### config.mk
export PLATFORM = sky130hd
export DESIGN_NAME = affine_cipher_decoder_flat
export DESIGN_NICKNAME = d
export VERILOG_FILES = /design/src/acd_pkg.sv /design/src/acd_in_if.sv /design/src/acd_out_if.sv /design/src/acd_cfg_if.sv /design/src/affine_cipher_decoder.sv /design/src/flat_wrapper.sv
export SDC_FILE = /design/constraint.sdc
export NUM_CORES = 1
export LEC_CHECK = 0
export ABC_CLOCK_PERIOD_IN_PS = 12500
export BUFFER_PORTS_ARGS = -buffer_cell sky130_fd_sc_hd__buf_2
export CORE_ASPECT_RATIO = 0.6
export CORE_UTILIZATION = 30
export CTS_CLUSTER_DIAMETER = 100
export DETAILED_ROUTE_END_ITERATION = 10
export GPL_ROUTABILITY_DRIVEN = 0
export PLACE_DENSITY = 0.44
export SETUP_SLACK_MARGIN = 0.3
export SLEW_MARGIN = 0
export SYNTH_ARGS = -nofsm -noshare
export SYNTH_HDL_FRONTEND = slang
export SYNTH_SLANG_ARGS = --single-unit
### constraint.sdc
create_clock -name clk -period 12.5 [get_ports clk]
set_clock_uncertainty 0.1 [all_clocks]
set_input_delay 2.5 -clock clk [delete_from_list [all_inputs] [get_ports clk]]
set_output_delay 2.5 -clock clk [all_outputs]
set_load 0.005 [all_outputs]
### src/acd_pkg.sv
// ----------------------------------------------------------------------------
// acd_pkg
// Shared types, constants and lookup helpers for the affine cipher decoder.
// ----------------------------------------------------------------------------
`default_nettype none

package acd_pkg;

    // alphabet sizes and field widths
    localparam int MIXED_SIZE  = 92;
    localparam int SMALL_SIZE  = 27;
    localparam int CHAR_W      = 8;
    localparam int KEY_W       = 8;
    localparam int CFG_IDX_W   = 2;
    localparam int MIX_IDX_W   = 7;
    localparam int SMALL_IDX_W = 5;
    localparam int PROD_W      = 14;

    // character codes used by the classifier
    localparam logic [CHAR_W-1:0] CH_SPACE   = 8'h20;
    localparam logic [CHAR_W-1:0] CH_PRINT_LO = 8'h21;
    localparam logic [CHAR_W-1:0] CH_PRINT_HI = 8'h7E;
    localparam logic [CHAR_W-1:0] CH_UP_A    = 8'h41;
    localparam logic [CHAR_W-1:0] CH_UP_Z    = 8'h5A;
    localparam logic [CHAR_W-1:0] CH_LO_A    = 8'h61;
    localparam logic [CHAR_W-1:0] CH_LO_Z    = 8'h7A;
    localparam logic [CHAR_W-1:0] CH_DIG_0   = 8'h30;
    localparam logic [CHAR_W-1:0] CH_DIG_9   = 8'h39;

    // reciprocal constants for the final reduction (slight underestimates)
    localparam logic [9:0]  RECIP_MIXED = 10'd712;
    localparam logic [11:0] RECIP_SMALL = 12'd2427;

    // mixed alphabet, first symbol in the top byte
    localparam logic [8*MIXED_SIZE-1:0] MIXED_ALPHA =
        " ABCDEFGHIJKLMNOPQRSTUVWXYZabcdefghijklmnopqrstuvwxyz0123456789!@#$%^&*()-_=+[]{}|;:',.<>/?~";

    typedef enum logic [1:0] {
        CMD_SCAN   = 2'd0,
        CMD_DECODE = 2'd1,
        CMD_CLEAR  = 2'd2
    } cmd_t;

    typedef enum logic [CFG_IDX_W-1:0] {
        REG_KEY_MULT   = 2'd0,
        REG_KEY_OFFSET = 2'd1
    } cfg_reg_t;

    typedef enum logic [1:0] {
        ALPH_MIXED = 2'd0,
        ALPH_UPPER = 2'd1,
        ALPH_LOWER = 2'd2,
        ALPH_NONE  = 2'd3
    } alph_t;

    typedef struct packed {
        logic upper;
        logic lower;
        logic digit;
        logic punct;
    } flags_t;

    typedef struct packed {
        logic                 found;
        logic [MIX_IDX_W-1:0] idx;
    } sym_t;

    typedef logic [SMALL_IDX_W-1:0] small_tab_t [256];
    typedef logic [MIX_IDX_W-1:0]   mixed_tab_t [256];

    // modular inverse by search, elaboration only
    // running product r*x kept reduced by compare and subtract
    function automatic int inverse_mod(input int a, input int m);
        int r;
        int acc;
        int res;
        r = a;
        while (r >= m)
        begin
            r = r - m;
        end
        acc = 0;
        res = 0;
        for (int x = 1; x < m; x++)
        begin
            acc = acc + r;
            if (acc >= m)
            begin
                acc = acc - m;
            end
            if (acc == 1 && res == 0)
            begin
                res = x;
            end
        end
        return res;
    endfunction

    function automatic small_tab_t build_inv_small();
        small_tab_t t;
        for (int a = 0; a < 256; a++) begin
            t[a] = SMALL_IDX_W'(inverse_mod(a, SMALL_SIZE));
        end
        return t;
    endfunction

    function automatic mixed_tab_t build_inv_mixed();
        mixed_tab_t t;
        for (int a = 0; a < 256; a++) begin
            t[a] = MIX_IDX_W'(inverse_mod(a, MIXED_SIZE));
        end
        return t;
    endfunction

    function automatic small_tab_t build_mod_small();
        small_tab_t t;
        for (int a = 0; a < 256; a++) begin
            t[a] = SMALL_IDX_W'(a % SMALL_SIZE);
        end
        return t;
    endfunction

    localparam small_tab_t INV_SMALL_TAB = build_inv_small();
    localparam mixed_tab_t INV_MIXED_TAB = build_inv_mixed();
    localparam small_tab_t MOD_SMALL_TAB = build_mod_small();

    // position of a character in the mixed alphabet, symbols are unique
    function automatic sym_t mixed_index(input logic [CHAR_W-1:0] c);
        sym_t s;
        s = '0;
        for (int j = 0; j < MIXED_SIZE; j++) begin
            if (c == MIXED_ALPHA[8*(MIXED_SIZE-1-j) +: 8]) begin
                s.found = 1'b1;
                s.idx   = s.idx | MIX_IDX_W'(j);
            end
        end
        return s;
    endfunction

    // mixed alphabet symbol at a position below the alphabet size
    function automatic logic [CHAR_W-1:0] mixed_char(input logic [MIX_IDX_W-1:0] x);
        logic [CHAR_W-1:0] ch;
        ch = '0;
        for (int j = 0; j < MIXED_SIZE; j++) begin
            if (x == MIX_IDX_W'(j)) begin
                ch = ch | MIXED_ALPHA[8*(MIXED_SIZE-1-j) +: 8];
            end
        end
        return ch;
    endfunction

    // position in space plus capitals or space plus small letters
    function automatic sym_t small_index(input logic [CHAR_W-1:0] c, input logic upper);
        sym_t s;
        s = '0;
        if (c == CH_SPACE) begin
            s.found = 1'b1;
        end else if (upper && c >= CH_UP_A && c <= CH_UP_Z) begin
            s.found = 1'b1;
            s.idx   = MIX_IDX_W'(c - CH_UP_A + 8'd1);
        end else if (!upper && c >= CH_LO_A && c <= CH_LO_Z) begin
            s.found = 1'b1;
            s.idx   = MIX_IDX_W'(c - CH_LO_A + 8'd1);
        end
        return s;
    endfunction

    function automatic logic [CHAR_W-1:0] small_char(input logic [SMALL_IDX_W-1:0] x,
                                                     input logic upper);
        logic [CHAR_W-1:0] ch;
        if (x == '0) begin
            ch = CH_SPACE;
        end else if (upper) begin
            ch = CH_UP_A + CHAR_W'(x) - 8'd1;
        end else begin
            ch = CH_LO_A + CHAR_W'(x) - 8'd1;
        end
        return ch;
    endfunction

endpackage

`default_nettype wire

### src/acd_in_if.sv
// ----------------------------------------------------------------------------
// acd_in_if
// Input channel: command and character beats with valid/ready handshake.
// ----------------------------------------------------------------------------
`default_nettype none

interface acd_in_if;
    logic                          valid;
    logic                          ready;
    logic [1:0]                    cmd;
    logic [acd_pkg::CHAR_W-1:0]    char_in;

    modport source (output valid, output cmd, output char_in, input ready);
    modport sink   (input valid, input cmd, input char_in, output ready);
endinterface

`default_nettype wire

### src/acd_out_if.sv
// ----------------------------------------------------------------------------
// acd_out_if
// Result channel: decoded character beats with valid/ready handshake.
// ----------------------------------------------------------------------------
`default_nettype none

interface acd_out_if;
    logic                          valid;
    logic                          ready;
    logic [acd_pkg::CHAR_W-1:0]    char_out;
    logic                          no_letters;

    modport source (output valid, output char_out, output no_letters, input ready);
    modport sink   (input valid, input char_out, input no_letters, output ready);
endinterface

`default_nettype wire

### src/acd_cfg_if.sv
// ----------------------------------------------------------------------------
// acd_cfg_if
// Configuration write channel: register index and write data.
// ----------------------------------------------------------------------------
`default_nettype none

interface acd_cfg_if;
    logic                           valid;
    logic                           ready;
    logic [acd_pkg::CFG_IDX_W-1:0]  index;
    logic [acd_pkg::KEY_W-1:0]      data;

    modport source (output valid, output index, output data, input ready);
    modport sink   (input valid, input index, input data, output ready);
endinterface

`default_nettype wire

### src/affine_cipher_decoder.sv
// ----------------------------------------------------------------------------
// affine_cipher_decoder
// Character-stream affine cipher decoder over three alphabets.
//
// Usage:
//   din  carries one beat per character: cmd scan (classify and set sticky
//        flags), decode, or clear flags. dout carries one beat per decode
//        whose character is in the selected alphabet, or a beat with
//        no_letters set when no letter has been scanned yet.
//   cfg  writes key_multiplier (index 0) and key_offset (index 1); the
//        modular inverses and reduced offsets are computed on the write.
//        cfg is always ready; write it only while the block is idle.
// Timing:
//   three stages (input register, multiply register, result register);
//   an accepted beat passes through them in that order to reach dout.
//   One beat per cycle sustained while dout.ready stays high.
// Reset:
//   flags cleared, key 1 / offset 0, pipeline empty.
// Stall:
//   dout holds its beat while ready is low; the pipeline keeps filling
//   bubbles and then drops din.ready.
// ----------------------------------------------------------------------------
`default_nettype none

module affine_cipher_decoder (
    input  wire logic clk,
    input  wire logic rst_n,
    acd_in_if.sink    din,
    acd_out_if.source dout,
    acd_cfg_if.sink   cfg
);
    import acd_pkg::*;

    // key derived state
    logic [SMALL_IDX_W-1:0] inv_small_reg, off_small_reg;
    logic [MIX_IDX_W-1:0]   inv_mixed_reg, off_mixed_reg;
    logic [MIX_IDX_W-1:0]   off_mixed_next;

    // sticky flags
    flags_t flags_reg, flags_next;

    // input stage
    logic              s0_vld_reg;
    logic [1:0]        s0_cmd_reg;
    logic [CHAR_W-1:0] s0_char_reg;

    // multiply stage
    logic              s1_vld_reg, s1_emit_reg;
    alph_t             s1_alph_reg;
    logic [PROD_W-1:0] s1_prod_reg;
    logic              s1_emit_next;
    alph_t             s1_alph_next;
    logic [PROD_W-1:0] s1_prod_next;

    // result stage
    logic              out_vld_reg, nol_reg;
    logic [CHAR_W-1:0] char_reg, char_next;

    logic rdy_out, rdy1, rdy0, adv0;

    // backpressure chain
    assign rdy_out   = !out_vld_reg || dout.ready;
    assign rdy1      = !s1_vld_reg || rdy_out;
    assign rdy0      = !s0_vld_reg || rdy1;
    assign adv0      = s0_vld_reg && rdy1;
    assign din.ready = rdy0;
    assign cfg.ready = 1'b1;

    // offset of the mixed alphabet: b below 3 * 92
    always_comb
    begin
        if (cfg.data >= KEY_W'(2 * MIXED_SIZE))
        begin
            off_mixed_next = MIX_IDX_W'(cfg.data - KEY_W'(2 * MIXED_SIZE));
        end
        else if (cfg.data >= KEY_W'(MIXED_SIZE))
        begin
            off_mixed_next = MIX_IDX_W'(cfg.data - KEY_W'(MIXED_SIZE));
        end
        else
        begin
            off_mixed_next = MIX_IDX_W'(cfg.data);
        end
    end

    // key registers
    always_ff @(posedge clk or negedge rst_n)
    begin
        if (!rst_n)
        begin
            inv_small_reg <= SMALL_IDX_W'(1);
            inv_mixed_reg <= MIX_IDX_W'(1);
            off_small_reg <= '0;
            off_mixed_reg <= '0;
        end
        else if (cfg.valid && cfg.ready)
        begin
            if (cfg.index == REG_KEY_MULT)
            begin
                inv_small_reg <= INV_SMALL_TAB[cfg.data];
                inv_mixed_reg <= INV_MIXED_TAB[cfg.data];
            end
            else if (cfg.index == REG_KEY_OFFSET)
            begin
                off_small_reg <= MOD_SMALL_TAB[cfg.data];
                off_mixed_reg <= off_mixed_next;
            end
        end
    end

    // flag update as an item leaves the input stage
    always_comb
    begin
        flags_next = flags_reg;
        if (adv0)
        begin
            if (s0_cmd_reg == CMD_CLEAR)
            begin
                flags_next = '0;
            end
            else if (s0_cmd_reg == CMD_SCAN)
            begin
                priority if (s0_char_reg >= CH_UP_A && s0_char_reg <= CH_UP_Z)
                    flags_next.upper = 1'b1;
                else if (s0_char_reg >= CH_LO_A && s0_char_reg <= CH_LO_Z)
                    flags_next.lower = 1'b1;
                else if (s0_char_reg >= CH_DIG_0 && s0_char_reg <= CH_DIG_9)
                    flags_next.digit = 1'b1;
                else if (s0_char_reg >= CH_PRINT_LO && s0_char_reg <= CH_PRINT_HI)
                    flags_next.punct = 1'b1;
                else
                    flags_next.punct = flags_reg.punct;
            end
        end
    end

    // decode front: alphabet choice, index, offset removal, multiply
    always_comb
    begin
        sym_t                 sym;
        logic [MIX_IDX_W-1:0] off, z, dval;
        logic [7:0]           sum, nsize;
        logic [PROD_W-1:0]    prod;

        if ((flags_reg.upper || flags_reg.lower) && (flags_reg.digit || flags_reg.punct))
            s1_alph_next = ALPH_MIXED;
        else if (flags_reg.upper)
            s1_alph_next = ALPH_UPPER;
        else if (flags_reg.lower)
            s1_alph_next = ALPH_LOWER;
        else
            s1_alph_next = ALPH_NONE;

        if (s1_alph_next == ALPH_MIXED)
        begin
            sym   = mixed_index(s0_char_reg);
            off   = off_mixed_reg;
            z     = inv_mixed_reg;
            nsize = 8'(MIXED_SIZE);
        end
        else
        begin
            sym   = small_index(s0_char_reg, s1_alph_next == ALPH_UPPER);
            off   = MIX_IDX_W'(off_small_reg);
            z     = MIX_IDX_W'(inv_small_reg);
            nsize = 8'(SMALL_SIZE);
        end

        sum  = 8'(sym.idx) + nsize - 8'(off);
        dval = (sum >= nsize) ? MIX_IDX_W'(sum - nsize) : MIX_IDX_W'(sum);
        prod = dval * z;
        s1_prod_next = prod;

        s1_emit_next = (s0_cmd_reg == CMD_DECODE)
                       && (s1_alph_next == ALPH_NONE || sym.found);
    end

    // decode back: reduction by the alphabet size and symbol lookup
    always_comb
    begin
        logic [22:0] qm_full;
        logic [21:0] qs_full;
        logic [13:0] rm;
        logic [10:0] rs;
        logic [MIX_IDX_W-1:0]   xm;
        logic [SMALL_IDX_W-1:0] xs;

        qm_full = 23'(s1_prod_reg) * 23'(RECIP_MIXED);
        rm      = 14'(s1_prod_reg) - 14'(qm_full[22:16]) * 14'(MIXED_SIZE);
        xm      = (rm >= 14'(MIXED_SIZE)) ? MIX_IDX_W'(rm - 14'(MIXED_SIZE))
                                          : MIX_IDX_W'(rm);

        qs_full = 22'(s1_prod_reg[9:0]) * 22'(RECIP_SMALL);
        rs      = 11'(s1_prod_reg[9:0]) - 11'(qs_full[21:16]) * 11'(SMALL_SIZE);
        xs      = (rs >= 11'(SMALL_SIZE)) ? SMALL_IDX_W'(rs - 11'(SMALL_SIZE))
                                          : SMALL_IDX_W'(rs);

        unique case (s1_alph_reg)
            ALPH_MIXED: char_next = mixed_char(xm);
            ALPH_UPPER: char_next = small_char(xs, 1'b1);
            ALPH_LOWER: char_next = small_char(xs, 1'b0);
            default:    char_next = '0;
        endcase
    end

    // pipeline control registers
    always_ff @(posedge clk or negedge rst_n)
    begin
        if (!rst_n)
        begin
            flags_reg   <= '0;
            s0_vld_reg  <= 1'b0;
            s1_vld_reg  <= 1'b0;
            out_vld_reg <= 1'b0;
        end
        else
        begin
            flags_reg <= flags_next;
            if (rdy0)
                s0_vld_reg <= din.valid;
            if (rdy1)
                s1_vld_reg <= s0_vld_reg;
            if (rdy_out)
                out_vld_reg <= s1_vld_reg && s1_emit_reg;
        end
    end

    // pipeline payload registers
    always_ff @(posedge clk)
    begin
        if (rdy0)
        begin
            s0_cmd_reg  <= din.cmd;
            s0_char_reg <= din.char_in;
        end
        if (rdy1)
        begin
            s1_emit_reg <= s1_emit_next;
            s1_alph_reg <= s1_alph_next;
            s1_prod_reg <= s1_prod_next;
        end
        if (rdy_out)
        begin
            char_reg <= char_next;
            nol_reg  <= (s1_alph_reg == ALPH_NONE);
        end
    end

    assign dout.valid      = out_vld_reg;
    assign dout.char_out   = char_reg;
    assign dout.no_letters = nol_reg;

    // invalid-message beats carry a zero character
    a_nol_zero: assert property (@(posedge clk) disable iff (!rst_n)
        (dout.valid && dout.no_letters) |-> (dout.char_out == '0))
        else $error("no_letters beat with nonzero character");

    // product stays below the square of the alphabet size
    a_prod_range: assert property (@(posedge clk) disable iff (!rst_n)
        (s1_vld_reg && s1_emit_reg && s1_alph_reg == ALPH_MIXED)
            |-> (s1_prod_reg < PROD_W'(MIXED_SIZE * MIXED_SIZE)))
        else $error("mixed product out of range");

    // clear leaves every flag low
    a_clear: assert property (@(posedge clk) disable iff (!rst_n)
        (adv0 && s0_cmd_reg == CMD_CLEAR) |=> (flags_reg == '0))
        else $error("flags not cleared");

    // derived key state stays inside the alphabets
    a_key_range: assert property (@(posedge clk) disable iff (!rst_n)
        (inv_small_reg < SMALL_IDX_W'(SMALL_SIZE)) && (off_small_reg < SMALL_IDX_W'(SMALL_SIZE))
        && (inv_mixed_reg < MIX_IDX_W'(MIXED_SIZE)) && (off_mixed_reg < MIX_IDX_W'(MIXED_SIZE)))
        else $error("key state out of range");

endmodule

`default_nettype wire
### src/flat_wrapper.sv
// flat-port wrapper written by rule: the top's interface ports become plain ports
module affine_cipher_decoder_flat import acd_pkg::*;
  (clk, rst_n, din_valid, din_cmd, din_char_in, din_ready, dout_valid, dout_char_out, dout_no_letters, dout_ready, cfg_valid, cfg_index, cfg_data, cfg_ready);
  acd_in_if din_i ();
  acd_out_if dout_i ();
  acd_cfg_if cfg_i ();
  input  wire logic clk;
  input  wire logic rst_n;
  input wire logic [$bits(din_i.valid)-1:0] din_valid;
  input wire logic [$bits(din_i.cmd)-1:0] din_cmd;
  input wire logic [$bits(din_i.char_in)-1:0] din_char_in;
  output wire logic [$bits(din_i.ready)-1:0] din_ready;
  output wire logic [$bits(dout_i.valid)-1:0] dout_valid;
  output wire logic [$bits(dout_i.char_out)-1:0] dout_char_out;
  output wire logic [$bits(dout_i.no_letters)-1:0] dout_no_letters;
  input wire logic [$bits(dout_i.ready)-1:0] dout_ready;
  input wire logic [$bits(cfg_i.valid)-1:0] cfg_valid;
  input wire logic [$bits(cfg_i.index)-1:0] cfg_index;
  input wire logic [$bits(cfg_i.data)-1:0] cfg_data;
  output wire logic [$bits(cfg_i.ready)-1:0] cfg_ready;
  assign din_i.valid = din_valid;
  assign din_i.cmd = din_cmd;
  assign din_i.char_in = din_char_in;
  assign din_ready = din_i.ready;
  assign dout_valid = dout_i.valid;
  assign dout_char_out = dout_i.char_out;
  assign dout_no_letters = dout_i.no_letters;
  assign dout_i.ready = dout_ready;
  assign cfg_i.valid = cfg_valid;
  assign cfg_i.index = cfg_index;
  assign cfg_i.data = cfg_data;
  assign cfg_ready = cfg_i.ready;
  affine_cipher_decoder u_core (.clk(clk), .rst_n(rst_n), .din(din_i), .dout(dout_i), .cfg(cfg_i));
endmodule
**Word-level counts from Yosys, hierarchy flattened**

Memories as Yosys holds them, arrays and structs flattened. A register that Yosys moved wholly into a read port is not among the register bits.
Cells that the tools add are included.

- ROM bits: 4352
- Logic and storage cells: 744
- Output and inout port bits: 12
- Latch bits: 0
- RAM bits: 0
- Memories kept: 3
- Register bits: 50
- Input port bits: 25

Memories:

| memory | words | width | read ports | clocked after memory_dff | wr ports | RTL line | text |
|---|---|---|---|---|---|---|---|
| (no name shown) | 256 | 7 | 1 | 1 | 0 | affine_cipher_decoder.sv:101 | `inv_mixed_reg <= INV_MIXED_TAB[cfg.data];` |
| (no name shown) | 256 | 5 | 1 | 1 | 0 | affine_cipher_decoder.sv:100 | `inv_small_reg <= INV_SMALL_TAB[cfg.data];` |
| (no name shown) | 256 | 5 | 1 | 1 | 0 | affine_cipher_decoder.sv:105 | `off_small_reg <= MOD_SMALL_TAB[cfg.data];` |

- Add/subtract/negate cells: 17
- Magnitude comparators: 13
- Div/mod/pow operators: 0
- Bitwise gates (word level): 1
- Muxes and demuxes: 451
- Reductions and logical operators: 37
- $mul: 5
- Shift-type cells: 0
- Eq/ne operators: 202

Operator list:

| operator | count |
|---|---|
| two-way mux 8 bit | 292 |
| two-way mux 7 bit | 76 |
| equality test 8 x 7 -> 1 bit, second input constant | 61 |
| equality test 8 x 6 -> 1 bit, second input constant | 31 |
| equality test 7 x 6 -> 1 bit, second input constant | 32 |
| equality test 7 bit, second input constant | 28 |
| two-way mux 6 bit | 31 |
| equality test 7 x 5 -> 1 bit, second input constant | 16 |
| equality test 7 x 4 -> 1 bit, second input constant | 8 |
| two-way mux 1 bit | 31 |
| equality test 7 x 3 -> 1 bit, second input constant | 4 |
| subtractor 7 bit, second input constant | 4 |
| greater-or-equal comparator 8 x 7 -> 1 bit, second input constant | 3 |
| <= comparator 8 x 7 -> 1 bit, second input constant | 3 |
| inequality test 3 bit, second input constant | 8 |
| one-hot mux 8 bit (3 select lines) | 1 |
| multiplier 10 x 12 -> 22 bit, second input constant | 1 |
| multiplier 14 x 7 -> 20 bit, second input constant | 1 |
| two-way mux 2 bit | 10 |
| two-way mux 4 bit | 5 |
| adder 7 x 5 -> 8 bit, first input constant | 2 |
| greater-or-equal comparator 8 x 6 -> 1 bit, second input constant | 2 |
| subtractor 8 x 1 -> 8 bit, second input constant | 2 |
| adder 7 x 1 -> 7 bit, second input constant | 2 |
| other kinds (35) | 72 |

**Logic depth before layout (Yosys ltp)**

- Depth in word-level cells: 196
- Gate-level depth with buffers: 49
- Mapped depth without buffers: 46

**Worst setup path after synthesis**

No wires, ideal clock.

- Path kind: reg2reg
- Start: register u_core.s1_prod_reg[3]
- End: register u_core.char_reg[5] (netlist: u_core.dout.char_out[5]) (data pin)
- Arrival: 10.042 ns
- Path slack: 2.088 ns
- Period minus slack after synthesis: 10.412 ns
- Stages on the path, launching flop included: 48
- Setup time: 0.270 ns
- Buffers on the path: 2
- Required time: 12.130 ns
- Cell sequence: edfxtp_1 -> ha_1 -> inv_1 -> fa_1 -> inv_1 -> ha_1 -> inv_1 -> fa_1 -> inv_1 -> ha_1 -> a21o_1 -> a21o_1 -> a21oi_1 -> nor2b_1 -> o311a_1 -> o21a_1 -> o21a_1 -> or2_2 -> [12 not listed] -> a21oi_1 -> xor2_1 -> ha_1 -> clkbuf_1 -> xor2_1 -> o21ai_0 -> a32oi_1 -> nor3_1 -> o2111ai_1 -> or3_4 -> nor2_2 -> buf_4 -> a21oi_2 -> a311oi_4 -> o211ai_1 -> a2111oi_2 -> and3_1 -> a31oi_1

- Cells in the longest elaborated chain, start to end: 191
- Elaborated cells between the ends (all ways): 271
- Those cells by class: 8 x add/sub; 4 x mul; 2 x order compare; 60 x eq/ne; 195 x mux; 2 x reduce/logical

RTL lines:

| item | RTL line | text |
|---|---|---|
| start: declaration | affine_cipher_decoder.sv:50 | `logic [PROD_W-1:0] s1_prod_reg;` |
| start signal: assignment | affine_cipher_decoder.sv:240 | `s1_prod_reg <= s1_prod_next;` |
| multiplier 14 x 7 -> 20 bit | affine_cipher_decoder.sv:188 | `qm_full = 23'(s1_prod_reg) * 23'(RECIP_MIXED);` |
| multiplier 7 x 5 -> 12 bit | affine_cipher_decoder.sv:189 | `rm = 14'(s1_prod_reg) - 14'(qm_full[22:16]) * 14'(MIXED_SIZE);` |
| subtractor 14 bit | affine_cipher_decoder.sv:189 |  |
| greater-or-equal comparator 14 x 7 -> 1 bit / subtractor 7 bit (equally long branches) | affine_cipher_decoder.sv:190 | `xm = (rm >= 14'(MIXED_SIZE)) ? MIX_IDX_W'(rm - 14'(MIXED_SIZE))` |
| two-way mux 7 bit | affine_cipher_decoder.sv:190 |  |
| zero test 7 bit | acd_pkg.sv:145 | `if (x == MIX_IDX_W'(j)) begin` |
| two-way mux 6 bit | acd_pkg.sv:145 |  |
| two-way mux 8 bit | affine_cipher_decoder.sv:198 | `unique case (s1_alph_reg)` |
| [175 not listed] | -- |  |
| two-way mux 8 bit | affine_cipher_decoder.sv:198 |  |
| two-way mux 6 bit | acd_pkg.sv:145 |  |
| two-way mux 8 bit | affine_cipher_decoder.sv:198 |  |
| two-way mux 6 bit | acd_pkg.sv:145 |  |
| two-way mux 8 bit | affine_cipher_decoder.sv:198 |  |
| two-way mux 7 bit | acd_pkg.sv:145 |  |
| two-way mux 8 bit | affine_cipher_decoder.sv:198 |  |
| one-hot mux 8 bit (3 select lines) (*) | affine_cipher_decoder.sv:198 |  |
| end signal: assignment | affine_cipher_decoder.sv:244 | `char_reg <= char_next;` |
| end: declaration | affine_cipher_decoder.sv:57 | `logic [CHAR_W-1:0] char_reg, char_next;` |

Mark *: on every way between the ends. The rest lies on a longest branch, timed or not. The select of a mux whose other input is x is not followed.
A chain may end at the register's enable or synchronous reset.

**Final worst setup path**

- Start: register u_core.s1_prod_reg[1]
- End: register u_core.char_reg[3] (netlist: u_core.dout.char_out[3]) (data pin)

- Cells in the longest elaborated chain, start to end: 175
- Elaborated cells between the ends (all ways): 240
- Those cells by class: 8 x add/sub; 4 x mul; 2 x order compare; 46 x eq/ne; 179 x mux; 1 x reduce/logical

RTL lines:

| item | RTL line |
|---|---|
| multiplier 14 x 7 -> 20 bit | affine_cipher_decoder.sv:188 |
| multiplier 7 x 5 -> 12 bit | affine_cipher_decoder.sv:189 |
| subtractor 14 bit | affine_cipher_decoder.sv:189 |
| greater-or-equal comparator 14 x 7 -> 1 bit / subtractor 7 bit (equally long branches) | affine_cipher_decoder.sv:190 |
| two-way mux 7 bit | affine_cipher_decoder.sv:190 |
| equality test 7 x 4 -> 1 bit | acd_pkg.sv:145 |
| two-way mux 7 bit | acd_pkg.sv:145 |
| two-way mux 8 bit | affine_cipher_decoder.sv:198 |
| [159 not listed] | -- |
| two-way mux 8 bit | affine_cipher_decoder.sv:198 |
| two-way mux 6 bit | acd_pkg.sv:145 |
| two-way mux 8 bit | affine_cipher_decoder.sv:198 |
| two-way mux 6 bit | acd_pkg.sv:145 |
| two-way mux 8 bit | affine_cipher_decoder.sv:198 |
| two-way mux 7 bit | acd_pkg.sv:145 |
| two-way mux 8 bit | affine_cipher_decoder.sv:198 |
| one-hot mux 8 bit (3 select lines) (*) | affine_cipher_decoder.sv:198 |

Marked as above.

==> impl_metrics.env <==
export IMPL_outcome="finished clean"
export IMPL_grt_max_degree=71
export IMPL_grt_pass1_vias=17248
export IMPL_finalHoldViolations=0
export IMPL_synth_cells=2469
export IMPL_r2r_cells=46
export IMPL_antennaDiodeCount=0
export IMPL_setup_viol=0
export IMPL_drive_gt1_share_pct=6.68
export IMPL_rsz0062_at_grt="false"
export IMPL_cts_tree="built"
export IMPL_min_path_cells=2
export IMPL_via_count=18419
export IMPL_io_buffers=34
export IMPL_ios=37
export IMPL_synth_compound_area_share_pct=27.3
export IMPL_synthAdderAreaFrac_pct=28.9
export IMPL_clockBufferDepth=2
export IMPL_fillers=6433
export IMPL_setup_tns_ps=0
export IMPL_syn_num_nets=2851
export IMPL_die_area_mm2=0.0619
export IMPL_post_drt_wl_per_cell_um=20.0
export IMPL_crit_required_ps=12490
export IMPL_synthArstFlopShare_pct=47.0
export IMPL_r2r_start="u_core.s1_prod_reg[1]"
export IMPL_slew_viol_final=0
export IMPL_drt_wl_total_um=64300
export IMPL_path_clk_slew_ps=70
export IMPL_synth_edf_count=35
export IMPL_num_rows=69
export IMPL_grt_first_pass_wirelength_um=103000
export IMPL_r2r_slack_ps=1070
export IMPL_layout_commonest_cell="nand2_1"
export IMPL_crit_path_start_kind="flop"
export IMPL_critPathSlowestCell="edfxtp_1"
export IMPL_hold_path_end="u_core.dout.valid"
export IMPL_syn_to_final_growth_pct=6.34
export IMPL_h_tree_depth=3
export IMPL_regArea_mm2=0.00183
export IMPL_cts_sinks=66
export IMPL_overflow=0
export IMPL_cpPeakStageDelay_ps=580
export IMPL_min_period_ps=11430
export IMPL_core_area_mm2=0.0597
export IMPL_synth_mux_area_fraction_pct=2.67
export IMPL_routed_via_density=5.74
export IMPL_cts_buffers=9
export IMPL_hp_start="u_core.s1_emit_reg"
export IMPL_synthTopCellsByArea="ha_1, fa_1, a21oi_1"
export IMPL_tightest_slew_ps=1250
export IMPL_ant_nets=0
export IMPL_clock_root_buffer="clkbuf_16"
export IMPL_synth_simple_area_share_pct=19.2
export IMPL_grtUsageTotal_pct=20.9
export IMPL_fin_crit_sh_pct=91.4
export IMPL_drt_iter0_markers=2649
export IMPL_synth_top_area_share_pct=17.3
export IMPL_cp_common_cell="inv_1"
export IMPL_antenna_found_initial=1
export IMPL_yosysTopAreaCell="ha_1"
export IMPL_dominantRegCellSynth="edfxtp_1"
export IMPL_endpoint_kind="flop"
export IMPL_drt_pre_antenna_iters=6
export IMPL_syn_area_per_cell_um2=7.40
export IMPL_drc=0
export IMPL_insertion_delay_ps=360
export IMPL_multiInputGateArea_mm2=0.0149
export IMPL_synth_area_mm2=0.0183
export IMPL_seq_area_frac_synth_pct=10.0
export IMPL_arrival_ps=11420
export IMPL_reg2reg_to="u_core.dout.char_out[3]"
export IMPL_hold_path_class="flop to flop"
export IMPL_maxSlewHeadroom_pct=16.0
export IMPL_largest_register_ffs=14
export IMPL_fmax_mhz=87.5
export IMPL_synth_cell_types=107
export IMPL_die_h_um=193
export IMPL_initial_core_util_pct=30.6
export IMPL_final_nets=2771
export IMPL_ys_ff_latch=66
export IMPL_criticalPathCategory="flop to flop"
export IMPL_dp_hpwl_um=48900
export IMPL_cts_hold_buf=0
export IMPL_critPathMaxFanout=14
export IMPL_synthXorXnorAreaFrac_pct=3.35
export IMPL_layout_common_cells="nand2_1, ha_1, inv_1"
export IMPL_ys_warn_count=0
export IMPL_synth_top_family_by_area="adder cells"
export IMPL_die_x_um=321
export IMPL_max_cap_viol_count=0
layer usage:
layer  track usage (%)  vias to the layer above  wire length (um)
li1                  -                     8667                 -
met1              34.0                     8777             33300
met2              27.7                      894             24000
met3              4.19                       81              6330
met4              2.61                        0               660
met5                 0                        -                 0
critical path: cells and delay by family (launching register included):
kind | cells | cell delay [ps]
and+or+nand+nor | 7 | 1830
DFF | 1 | 580
adders and majority gates | 10 | 3970
buffers and inverters | 8 | 720
xor gates and xnor gates | 3 | 600
AOI/OAI and AO/OA | 18 | 3340
how the worst max path moves through the flow:
stage | start | end | slack (ps) | cells past startpoint
final | u_core.s1_prod_reg[1] | u_core.dout.char_out[3] | 1070 | 46
after global routing | u_core.s1_prod_reg[1] | u_core.dout.char_out[2] | 310 | 45
after CTS | u_core.s1_prod_reg[1] | u_core.dout.char_out[3] | 840 | 45
after detailed placement | u_core.s1_prod_reg[1] | u_core.dout.char_out[3] | 880 | 44
after global placement | u_core.s1_prod_reg[1] | u_core.dout.char_out[3] | 1000 | 44
after floorplan | u_core.s1_prod_reg[3] | u_core.dout.char_out[5] | 2090 | 47
timing repair:
action                                  in CTS  in global routing
endpoints found under the setup margin       0                  7
setup buffers                                0                  0
resized for setup                            0                  6
metrics by stage:
| stage | std cells | hold slack, ps | util [%] | cell area, um2 | worst slack, ps |
|---|---|---|---|---|---|
| 6_report | 3210 | 374 | 32.6 | 19400 | 1070 |
| 2_1_floorplan | 2469 | 327 | - | 18300 | 2090 |
| 4_1_cts | 3210 | 379 | 32.5 | 19400 | 838 |
| 5_1_grt | 3210 | 391 | 32.6 | 19400 | 311 |
| 3_5_place_dp | 3194 | 364 | 32.0 | 19100 | 880 |
| 3_3_place_gp | 3194 | 365 | 32.0 | 19100 | 999 |
Yosys cell counts (all sizes together) (8+ instances only):
| master | instances |
|---|---|
| a21boi | 8 |
| mux4 | 9 |
| a211oi | 20 |
| nor2b | 22 |
| buf | 40 |
| nand2 | 268 |
| a31o | 9 |
| o21a | 14 |
| o21bai | 9 |
| o311ai | 11 |
| fa | 105 |
| edfxtp | 35 |
| ha | 252 |
| o211ai | 39 |
| o21ai | 196 |
| a21o | 35 |
| mux2 | 9 |
| nand3 | 64 |
| o31ai | 14 |
| clkbuf | 116 |
| nand2b | 28 |
| a32oi | 8 |
| and2 | 15 |
| inv | 242 |
| dfrtp | 29 |
| nor4 | 20 |
| or2 | 13 |
| xor2 | 22 |
| a21oi | 218 |
| a22o | 9 |
| nand4 | 11 |
| a31oi | 51 |
| o22ai | 17 |
| a221oi | 18 |
| a311oi | 12 |
| a22oi | 11 |
| o221ai | 8 |
| nor2 | 222 |
| or3 | 10 |
| mux2i | 18 |
| xnor2 | 47 |
| nor3 | 48 |
| and3 | 13 |
cells by family (layout without fill, tap and decap cells):
group	after synthesis	in the layout
buf+inv	400	325
compound gates	773	773
simple gates	763	763
other cells	2	2
flops	66	66
mux	36	36
xor+xnor	69	69
fa+ha+maj	360	360
area by class of cell:
cell class | instances | share of cell area, %
sequential | 66 | 9.42
multi-input combinational | 2003 | 76.9
clock inverter | 6 | 0.374
tap | 816 | 5.26
clock buffer | 10 | 1.23
timing repair buffer | 65 | 2.11
inverter | 244 | 4.72
Power is not shown: default switching activity piles up to over one toggle a cycle in this logic, so the estimate is an artifact.
